**config.mk**
```make
export PLATFORM = sky130hd
export DESIGN_NAME = utf8_to_bmp_code_unit_decoder
export DESIGN_NICKNAME = d
export VERILOG_FILES = /design/src/rtl/u8bmp_pkg.sv /design/src/rtl/utf8_to_bmp_code_unit_decoder.sv
export SDC_FILE = /design/constraint.sdc
export NUM_CORES = 1
export LEC_CHECK = 0
export ABC_AREA = 1
export BUFFER_PORTS_ARGS = -buffer_cell sky130_fd_sc_hd__buf_4
export CORE_MARGIN = 10
export CORE_UTILIZATION = 43
export CTS_CLUSTER_SIZE = 40
export DETAILED_ROUTE_END_ITERATION = 16
export GPL_TIMING_DRIVEN = 0
export PLACE_DENSITY = 0.67
export SYNTH_ARGS = -nofsm -noshare
export SYNTH_HDL_FRONTEND = slang
export SYNTH_SLANG_ARGS = --single-unit
export TNS_END_PERCENT = 5
```
**constraint.sdc**
```tcl
create_clock -name clk -period 2.2 [get_ports clk]
set_input_delay 0.44 -clock clk [delete_from_list [all_inputs] [get_ports clk]]
set_output_delay 0.44 -clock clk [all_outputs]
set_load 0.03 [all_outputs]
```
**src/rtl/u8bmp_pkg.sv**
```systemverilog
`timescale 1ns / 1ps
`default_nettype none

package u8bmp_pkg;

  // Result kinds
  localparam logic [1:0] KIND_CHAR  = 2'd0;
  localparam logic [1:0] KIND_ERROR = 2'd1;
  localparam logic [1:0] KIND_END   = 2'd2;

  // One byte of the incoming string
  typedef struct packed {
    logic [7:0] data_byte;
    logic       end_of_string;
  } in_word_t;

  // One decoded result
  typedef struct packed {
    logic [15:0] code_unit;
    logic [1:0]  kind;
    logic        last;
  } out_word_t;

endpackage

`default_nettype wire

```
**src/rtl/utf8_to_bmp_code_unit_decoder.sv**
```systemverilog
// UTF-8 to 16-bit code unit decoder.
// src channel: one string byte per word (data_byte, end_of_string), valid/stall.
// res channel: one result word (code_unit, kind, last), valid/stall.
// Each accepted byte updates a small decode state in the same cycle; a byte
// that completes a sequence, hits a bad lead or ends the string yields one
// result word, registered on res, or parked in the skid register while the
// receiver stalls. Other bytes yield nothing. The block takes one byte per
// cycle while src_stall is low. A one-word skid register sits behind the
// result register, so the block still takes a byte while a result waits on
// a stalled receiver; src_stall rises only when both the result and skid
// registers are full and falls as soon as the receiver takes a word.
// Reset (rst, synchronous) clears the decode state and empties both output
// registers. After a bad lead the rest of the string is dropped, and its
// final byte gives an end marker result with last set.
`timescale 1ns / 1ps
`default_nettype none

module utf8_to_bmp_code_unit_decoder (
  input  wire                   clk,
  input  wire                   rst,
  input  wire                   src_valid,
  output logic                  src_stall,
  input  wire u8bmp_pkg::in_word_t  src_word,
  output logic                  res_valid,
  input  wire                   res_stall,
  output u8bmp_pkg::out_word_t  res_word
);
  import u8bmp_pkg::*;

  // Decode state
  logic [1:0] bytes_pending, bytes_pending_next;
  logic [9:0] partial_bits, partial_bits_next;
  logic       discarding, discarding_next;

  // Output and skid registers
  out_word_t skid_word;
  logic      skid_valid;

  logic      src_fire;
  logic      res_fire;
  logic      has_res;
  out_word_t res_calc;
  logic [7:0]  b;
  logic        eos;
  logic [15:0] acc;

  assign src_stall = skid_valid;
  assign src_fire  = src_valid && !src_stall;
  assign res_fire  = res_valid && !res_stall;

  assign b   = src_word.data_byte;
  assign eos = src_word.end_of_string;
  assign acc = {partial_bits, b[5:0]};

  // Decode one byte against the current state
  always_comb begin
    bytes_pending_next = bytes_pending;
    partial_bits_next  = partial_bits;
    discarding_next    = discarding;
    has_res            = 1'b0;
    res_calc           = '{code_unit: 16'd0, kind: KIND_CHAR, last: eos};
    if (discarding) begin
      if (eos) begin
        discarding_next = 1'b0;
        has_res         = 1'b1;
        res_calc.kind   = KIND_END;
      end
    end else if (bytes_pending != 2'd0) begin
      bytes_pending_next = bytes_pending - 2'd1;
      if (bytes_pending == 2'd1) begin
        partial_bits_next  = 10'd0;
        has_res            = 1'b1;
        res_calc.code_unit = acc;
      end else if (eos) begin
        bytes_pending_next = 2'd0;
        partial_bits_next  = 10'd0;
        has_res            = 1'b1;
        res_calc.kind      = KIND_ERROR;
      end else begin
        partial_bits_next = acc[9:0];
      end
    end else if (!b[7]) begin
      has_res            = 1'b1;
      res_calc.code_unit = {8'd0, b};
    end else if ((b > 8'hc0) && (b < 8'hf0)) begin
      if (eos) begin
        has_res       = 1'b1;
        res_calc.kind = KIND_ERROR;
      end else if (b < 8'he0) begin
        partial_bits_next  = {5'd0, b[4:0]};
        bytes_pending_next = 2'd1;
      end else begin
        partial_bits_next  = {6'd0, b[3:0]};
        bytes_pending_next = 2'd2;
      end
    end else begin
      has_res         = 1'b1;
      res_calc.kind   = KIND_ERROR;
      discarding_next = !eos;
    end
  end

  // Advance decode state on each accepted byte
  always_ff @(posedge clk) begin
    if (rst) begin
      bytes_pending <= 2'd0;
      partial_bits  <= 10'd0;
      discarding    <= 1'b0;
    end else if (src_fire) begin
      bytes_pending <= bytes_pending_next;
      partial_bits  <= partial_bits_next;
      discarding    <= discarding_next;
    end
  end

  // Load result register, park a result in the skid register when held
  always_ff @(posedge clk) begin
    if (rst) begin
      res_valid  <= 1'b0;
      skid_valid <= 1'b0;
    end else if (!res_valid || res_fire) begin
      if (skid_valid) begin
        res_valid  <= 1'b1;
        skid_valid <= 1'b0;
      end else begin
        res_valid <= src_fire && has_res;
      end
    end else if (src_fire && has_res) begin
      skid_valid <= 1'b1;
    end
  end

  // Payload registers
  always_ff @(posedge clk) begin
    if (!res_valid || res_fire) begin
      if (skid_valid) begin
        res_word <= skid_word;
      end else if (src_fire && has_res) begin
        res_word <= res_calc;
      end
    end else if (src_fire && has_res) begin
      skid_word <= res_calc;
    end
  end

endmodule

`default_nettype wire

```
# Word level (Yosys, flattened, before mapping)
# Cells that the tools add are included.
# Widths: inputs -> output; s select.
[op_classes] add_sub_neg=1 n_mul=0 div=0 n_lt_le_gt_ge=3 eq_ne=2 shift=0 n_mux=38 bitwise_logic=2 n_reduce_logical=17
[op_table] op="$mux 10" n=6
[op_table] op="$mux 19" n=2
[op_table] op="$mux 16" n=2
[op_table] op="$mux 2" n=10
[op_table] op="$mux 18" n=1
[op_table] op="$lt 8x8->1 const B" n=2
[op_table] op="$mux 1" n=15
[op_table] op="$gt 8x8->1 const B" n=1
[op_table] op="$reduce_bool 2->1" n=4
[op_table] op="$mux 7" n=1
[op_table] op="$mux 5" n=1
[op_table] op="$reduce_and 5->1" n=1
[op_table] op="$logic_and 1x1->1" n=4
[op_table] op="$logic_not 1->1" n=4
[op_table] op="$reduce_and 2->1" n=2
[op_table] op="$eq 2x1->1 const B" n=1
[op_table] op="$ne 2x1->1 const B" n=1
[op_table] op="$not 1->1" n=2
[op_table] op="$reduce_or 2->1" n=1
[op_table] op="$sub 2x1->2 const B" n=1
[op_table] op="$logic_or 1x1->1" n=1
[totals] reg_bits=53 latchBits=0 ram_bits=0 romBits=0 output_inout_bits=21 n_memories=0

# Longest topological paths before layout
[depth] depth_word=9 mapped_depth=11 ltp_nobuf=11

# Worst setup path after synthesis
# OpenSTA, ideal clock, no wires.
[synth_timing] path_type="register -> register" startpoint="register bytes_pending[0]" endpoint="register res_word[0] (netlist bit) (enable)" setup_ns=0.401 t_arrival_ns=1.981 required_time_ns=1.799 path_slack_ns=-0.182 stages_incl_launch_ff=10 n_path_buf=0 period_less_slack_ns=2.382 path_cell_list="dfxtp_1 inv_1 ha_1 nand2_1 nor2_1 nand3_1 nand2_1 nand2_1 nand2_1 a21oi_1"
[synth_between] elab_chain_cells=7
[synth_lines] item="start, declared" line="utf8_to_bmp_code_unit_decoder.sv:31" text="logic [1:0] bytes_pending, bytes_pending_next;"
[synth_lines] item="start signal, assigned" line="utf8_to_bmp_code_unit_decoder.sv:110" text="bytes_pending <= bytes_pending_next;"
[synth_lines] item="$eq 2x1->1" line="utf8_to_bmp_code_unit_decoder.sv:70" text="if (bytes_pending == 2'd1) begin"
[synth_lines] item="$mux 1" line="utf8_to_bmp_code_unit_decoder.sv:70"
[synth_lines] item="$mux 1 *" line="utf8_to_bmp_code_unit_decoder.sv:68" text="end else if (bytes_pending != 2'd0) begin"
[synth_lines] item="$mux 1 *" line="utf8_to_bmp_code_unit_decoder.sv:62" text="if (discarding) begin"
[synth_lines] item="$logic_and 1x1->1 *" line="utf8_to_bmp_code_unit_decoder.sv:138" text="end else if (src_fire && has_res) begin"
[synth_lines] item="$reduce_bool 2->1 (no source line) *"
[synth_lines] item="$reduce_and 2->1 (no source line) *"
[synth_lines] item="end signal, assigned" line="utf8_to_bmp_code_unit_decoder.sv:137" text="res_word <= skid_word;"
[synth_lines] item="end signal, assigned" line="utf8_to_bmp_code_unit_decoder.sv:139" text="res_word <= res_calc;"
[synth_lines] item="end, declared" line="utf8_to_bmp_code_unit_decoder.sv:26" text="output u8bmp_pkg::out_word_t res_word"
# Every way passes the cells marked *; elsewhere a longest branch is shown, timed or not.
# A chain may end at the register's enable or synchronous reset.

# Worst setup path in the final report
[layout_timing] startpoint="register bytes_pending[0]" endpoint="register skid_word[17] (netlist bit) (enable)"
[layout_between] elab_chain_cells=6
[layout_lines] item="$eq 2x1->1" line="utf8_to_bmp_code_unit_decoder.sv:70"
[layout_lines] item="$mux 1" line="utf8_to_bmp_code_unit_decoder.sv:70"
[layout_lines] item="$mux 1 *" line="utf8_to_bmp_code_unit_decoder.sv:68"
[layout_lines] item="$mux 1 *" line="utf8_to_bmp_code_unit_decoder.sv:62"
[layout_lines] item="$logic_and 1x1->1 *" line="utf8_to_bmp_code_unit_decoder.sv:141" text="end else if (src_fire && has_res) begin"
[layout_lines] item="$reduce_and 2->1 (no source line) *"
[layout_lines] item="end signal, assigned" line="utf8_to_bmp_code_unit_decoder.sv:142" text="skid_word <= res_calc;"
[layout_lines] item="end, declared" line="utf8_to_bmp_code_unit_decoder.sv:36" text="out_word_t skid_word;"
# Marks and branches as above.

==> results by group <==
Status
  • Outcome: finished clean

Place
  • Worst slack, placed: -263 ps
  • HPWL after DPL: 3340 um
  • Port-buffer cells: 33
  • RD Place Congestion: 0.860
  • Placed Cells: 347

Global routing
  • Global route overflow: 0
  • Vias in the first global route: 1639
  • Wire length of the first global-routing pass: 7630 um
  • Tot GR Track Use: 10.8%
  • Initial antenna violation count: 0
  • Largest net degree at the start of global routing: 20

Detailed routing
  • DRT iter0 DRCs: 147
  • DRT Wirelength: 4410 um
  • DRC viols: 0
  • Routed wire length per instance: 12.4 um
  • WL met2: 2140 um
  • ANT nets after route: 0
  • Wl on met1: 2010 um
  • Vias per std cell: 4.66
  • Vias: 1660
  • First-pass DRT Iterations: 6
  • Top Layer Used: met4
  • Routed wl met3: 223 um

Timing
  • Hold Vio Cnt, Final: 0
  • Final Setup Violations: 0
  • TNS Setup: 0 ps
  • RSZ-0062 raised after global routing: no
  • Fin crit share: 90.9%
  • Setup WS post-layout: 199 ps
  • Setup Skew: 5.57 ps
  • Slew @ Worst Pin: 563 ps
  • Min Tclk post-route: 2000 ps
  • Worst hold slack: 347 ps
  • Fmax: 0.500 GHz
  • Final slew viol count: 0
  • Max-slew headroom: 62.4%

Clocking
  • TritonCTS clock tree: yes
  • H-tree Lvls: 2
  • Sink Count: 53
  • Clock-pin transition on the worst setup and hold timing paths: 90 ps
  • Cts bufs inserted: 5
  • Skew-Pair Late Insertion Delay: 300 ps
  • CTS root buf: clkbuf_8
  • Clock Path Buffers: 2

Synthesis
  • Mapped cell area: 0.00228 mm2
  • Seq/Total Area, Yosys: 63.2%
  • Yosys cell types: 23
  • Synth warnings: 0
  • Cells after synthesis: 244
  • Average cell area after synthesis: 9.34 um2
  • Syn nets: 259
  • Seq cells post-synth: 53

Worst setup path
  • Startpoint Class: register
  • CP Class: register to register
  • R2R cell count: 9
  • CP Data Arrival Time: 1940 ps
  • CP endpoint kind: register
  • Crit path required time: 2140 ps
  • Max FO, Critical Path: 19

Floorplanning
  • Core area: 0.00514 mm2
  • Rows: 26
  • Chip width: 92.8 um
  • Die area: 0.00861 mm2
  • Initial Utilization: 44.4%
  • Chip height: 92.8 um
  • Io pins: 34

Layout
  • Fillers: 497
  • Fin nets: 300
  • Area of the multi-input gates: 707 um2
  • Area growth syn-to-layout: 20.5%
  • Reg area: 0.00144 mm2
  • Diodes inserted: 0
  • Final core occ: 53.5%
  • Layout Cells excl Fill: 356
  • Layout cell share with drive strength beyond 1: 19.6%

Power and ir drop
  • Leakage power total: 0.00112 uW
  • Pwr Density: 695 mW/mm2
  • Peak supply drop: 0.339 mV

Worst hold path
  • Hold Crit Class: input port to register
  • Min-Delay Path Depth: 2

Flow run
  • Max Cap Viol: 0
stage by stage:
| stage | power, uW | instance area (um2) |
|---|---|---|
| after floorplan | 1300 | 2280 |
| after global placement | 1400 | 2620 |
| after detailed placement | 1410 | 2620 |
| after CTS | 1920 | 2730 |
| after global routing | 2000 | 2750 |
| final | 1910 | 2750 |
final cells by class:
cell class | count | area share, %
flip-flops and latches | 53 | 52.5
multi-input cells | 153 | 25.7
repair buffers | 34 | 9.74
inverters | 29 | 3.96
well taps | 70 | 3.19
clock buffers | 5 | 2.50
plain buffers | 9 | 1.78
clock inverters | 3 | 0.638
power by group:
| part | internal (uW) | leakage, uW | total, uW | switching (uW) |
|---|---|---|---|---|
| sequential | 1120 | 0.000487 | 1130 | 13.3 |
| combinational | 90.0 | 0.000593 | 260 | 170 |
| clock | 220 | 0.0000439 | 519 | 299 |
cells in the mapped netlist:
library cell / count / area, um2
a211oi_1: 1 / 7.51
a21boi_0: 1 / 7.51
a21oi_1: 15 / 75.1
and3_1: 1 / 6.26
buf_1: 1 / 3.75
buf_2: 3 / 15.0
buf_4: 1 / 7.51
buf_6: 1 / 11.3
clkbuf_1: 3 / 11.3
dfxtp_1: 15 / 300
edfxtp_1: 38 / 1140
ha_1: 2 / 25.0
inv_1: 28 / 105
inv_2: 1 / 3.75
nand2_1: 79 / 297
nand2_2: 2 / 12.5
nand3_1: 5 / 25.0
nand4_1: 11 / 68.8
nor2_1: 23 / 86.3
nor2_2: 1 / 6.26
nor3_1: 1 / 5.00
o21ai_0: 10 / 50.1
or2_4: 1 / 8.76
sequential cells by signal (all words and copies together) (netlist names):
register,flops
src_stall,1
bytes_pending,2
partial_bits,10
res_valid,1
discarding,1
res_word,19
skid_word,19
worst max-delay path: stages (launching register included):
cell and delay (ps):
dfxtp_1 390, inv_1 60, ha_1 260, nand2_1 90, nor2_1 50, nand3_1 90
nand2_1 60, nand2_1 70, nand2_2 110, nor2_4 460
placed cells by master, fill, tap and decap left out, drive strengths merged:
master and n:
nor2 24, ha 2, inv 29, dfxtp 15
clkbuf 8, a21oi 15, nand3 5, nor3 1
or2 1, a211oi 1, a21boi 1, nand2 81
buf 40, o21ai 10, clkinv 2, and3 1
nand4 11, clkinvlp 1, edfxtp 38
what timing repair did:
action	4_1_cts	5_1_grt
pin swaps	0	1
setup buffers	0	1
hold buffers	0	0
endpoints found under the hold margin	0	0
endpoints found under the setup margin	38	38
cloned	0	0
resized for setup	3	1
cell families after synthesis:
kind of cell	count (synthesis)	synth area share, %
adders and majority gates	2	1.10
DFF	53	63.2
AOI/OAI and AO/OA	27	6.15
buffers and inverters	38	6.91
and+or+nand+nor	124	22.6
worst paths after layout:
check | startpoint | endpoint | slack (ps)
max | bytes_pending[0] | skid_word[17] | 200
min | rst | partial_bits[9] | 350
max reg2reg | bytes_pending[0] | skid_word[17] | 200
min reg2reg | partial_bits[6] | partial_bits[6] | 470
layer usage:
| layer | vias up | GRT usage [%] |
|---|---|---|
| met5 | - | 0 |
| met4 | 0 | 3.86 |
| met1 | 736 | 13.1 |
| met2 | 41 | 18.0 |
| li1 | 881 | - |
| met3 | 2 | 2.91 |
Power figures use the tool's default switching activity.
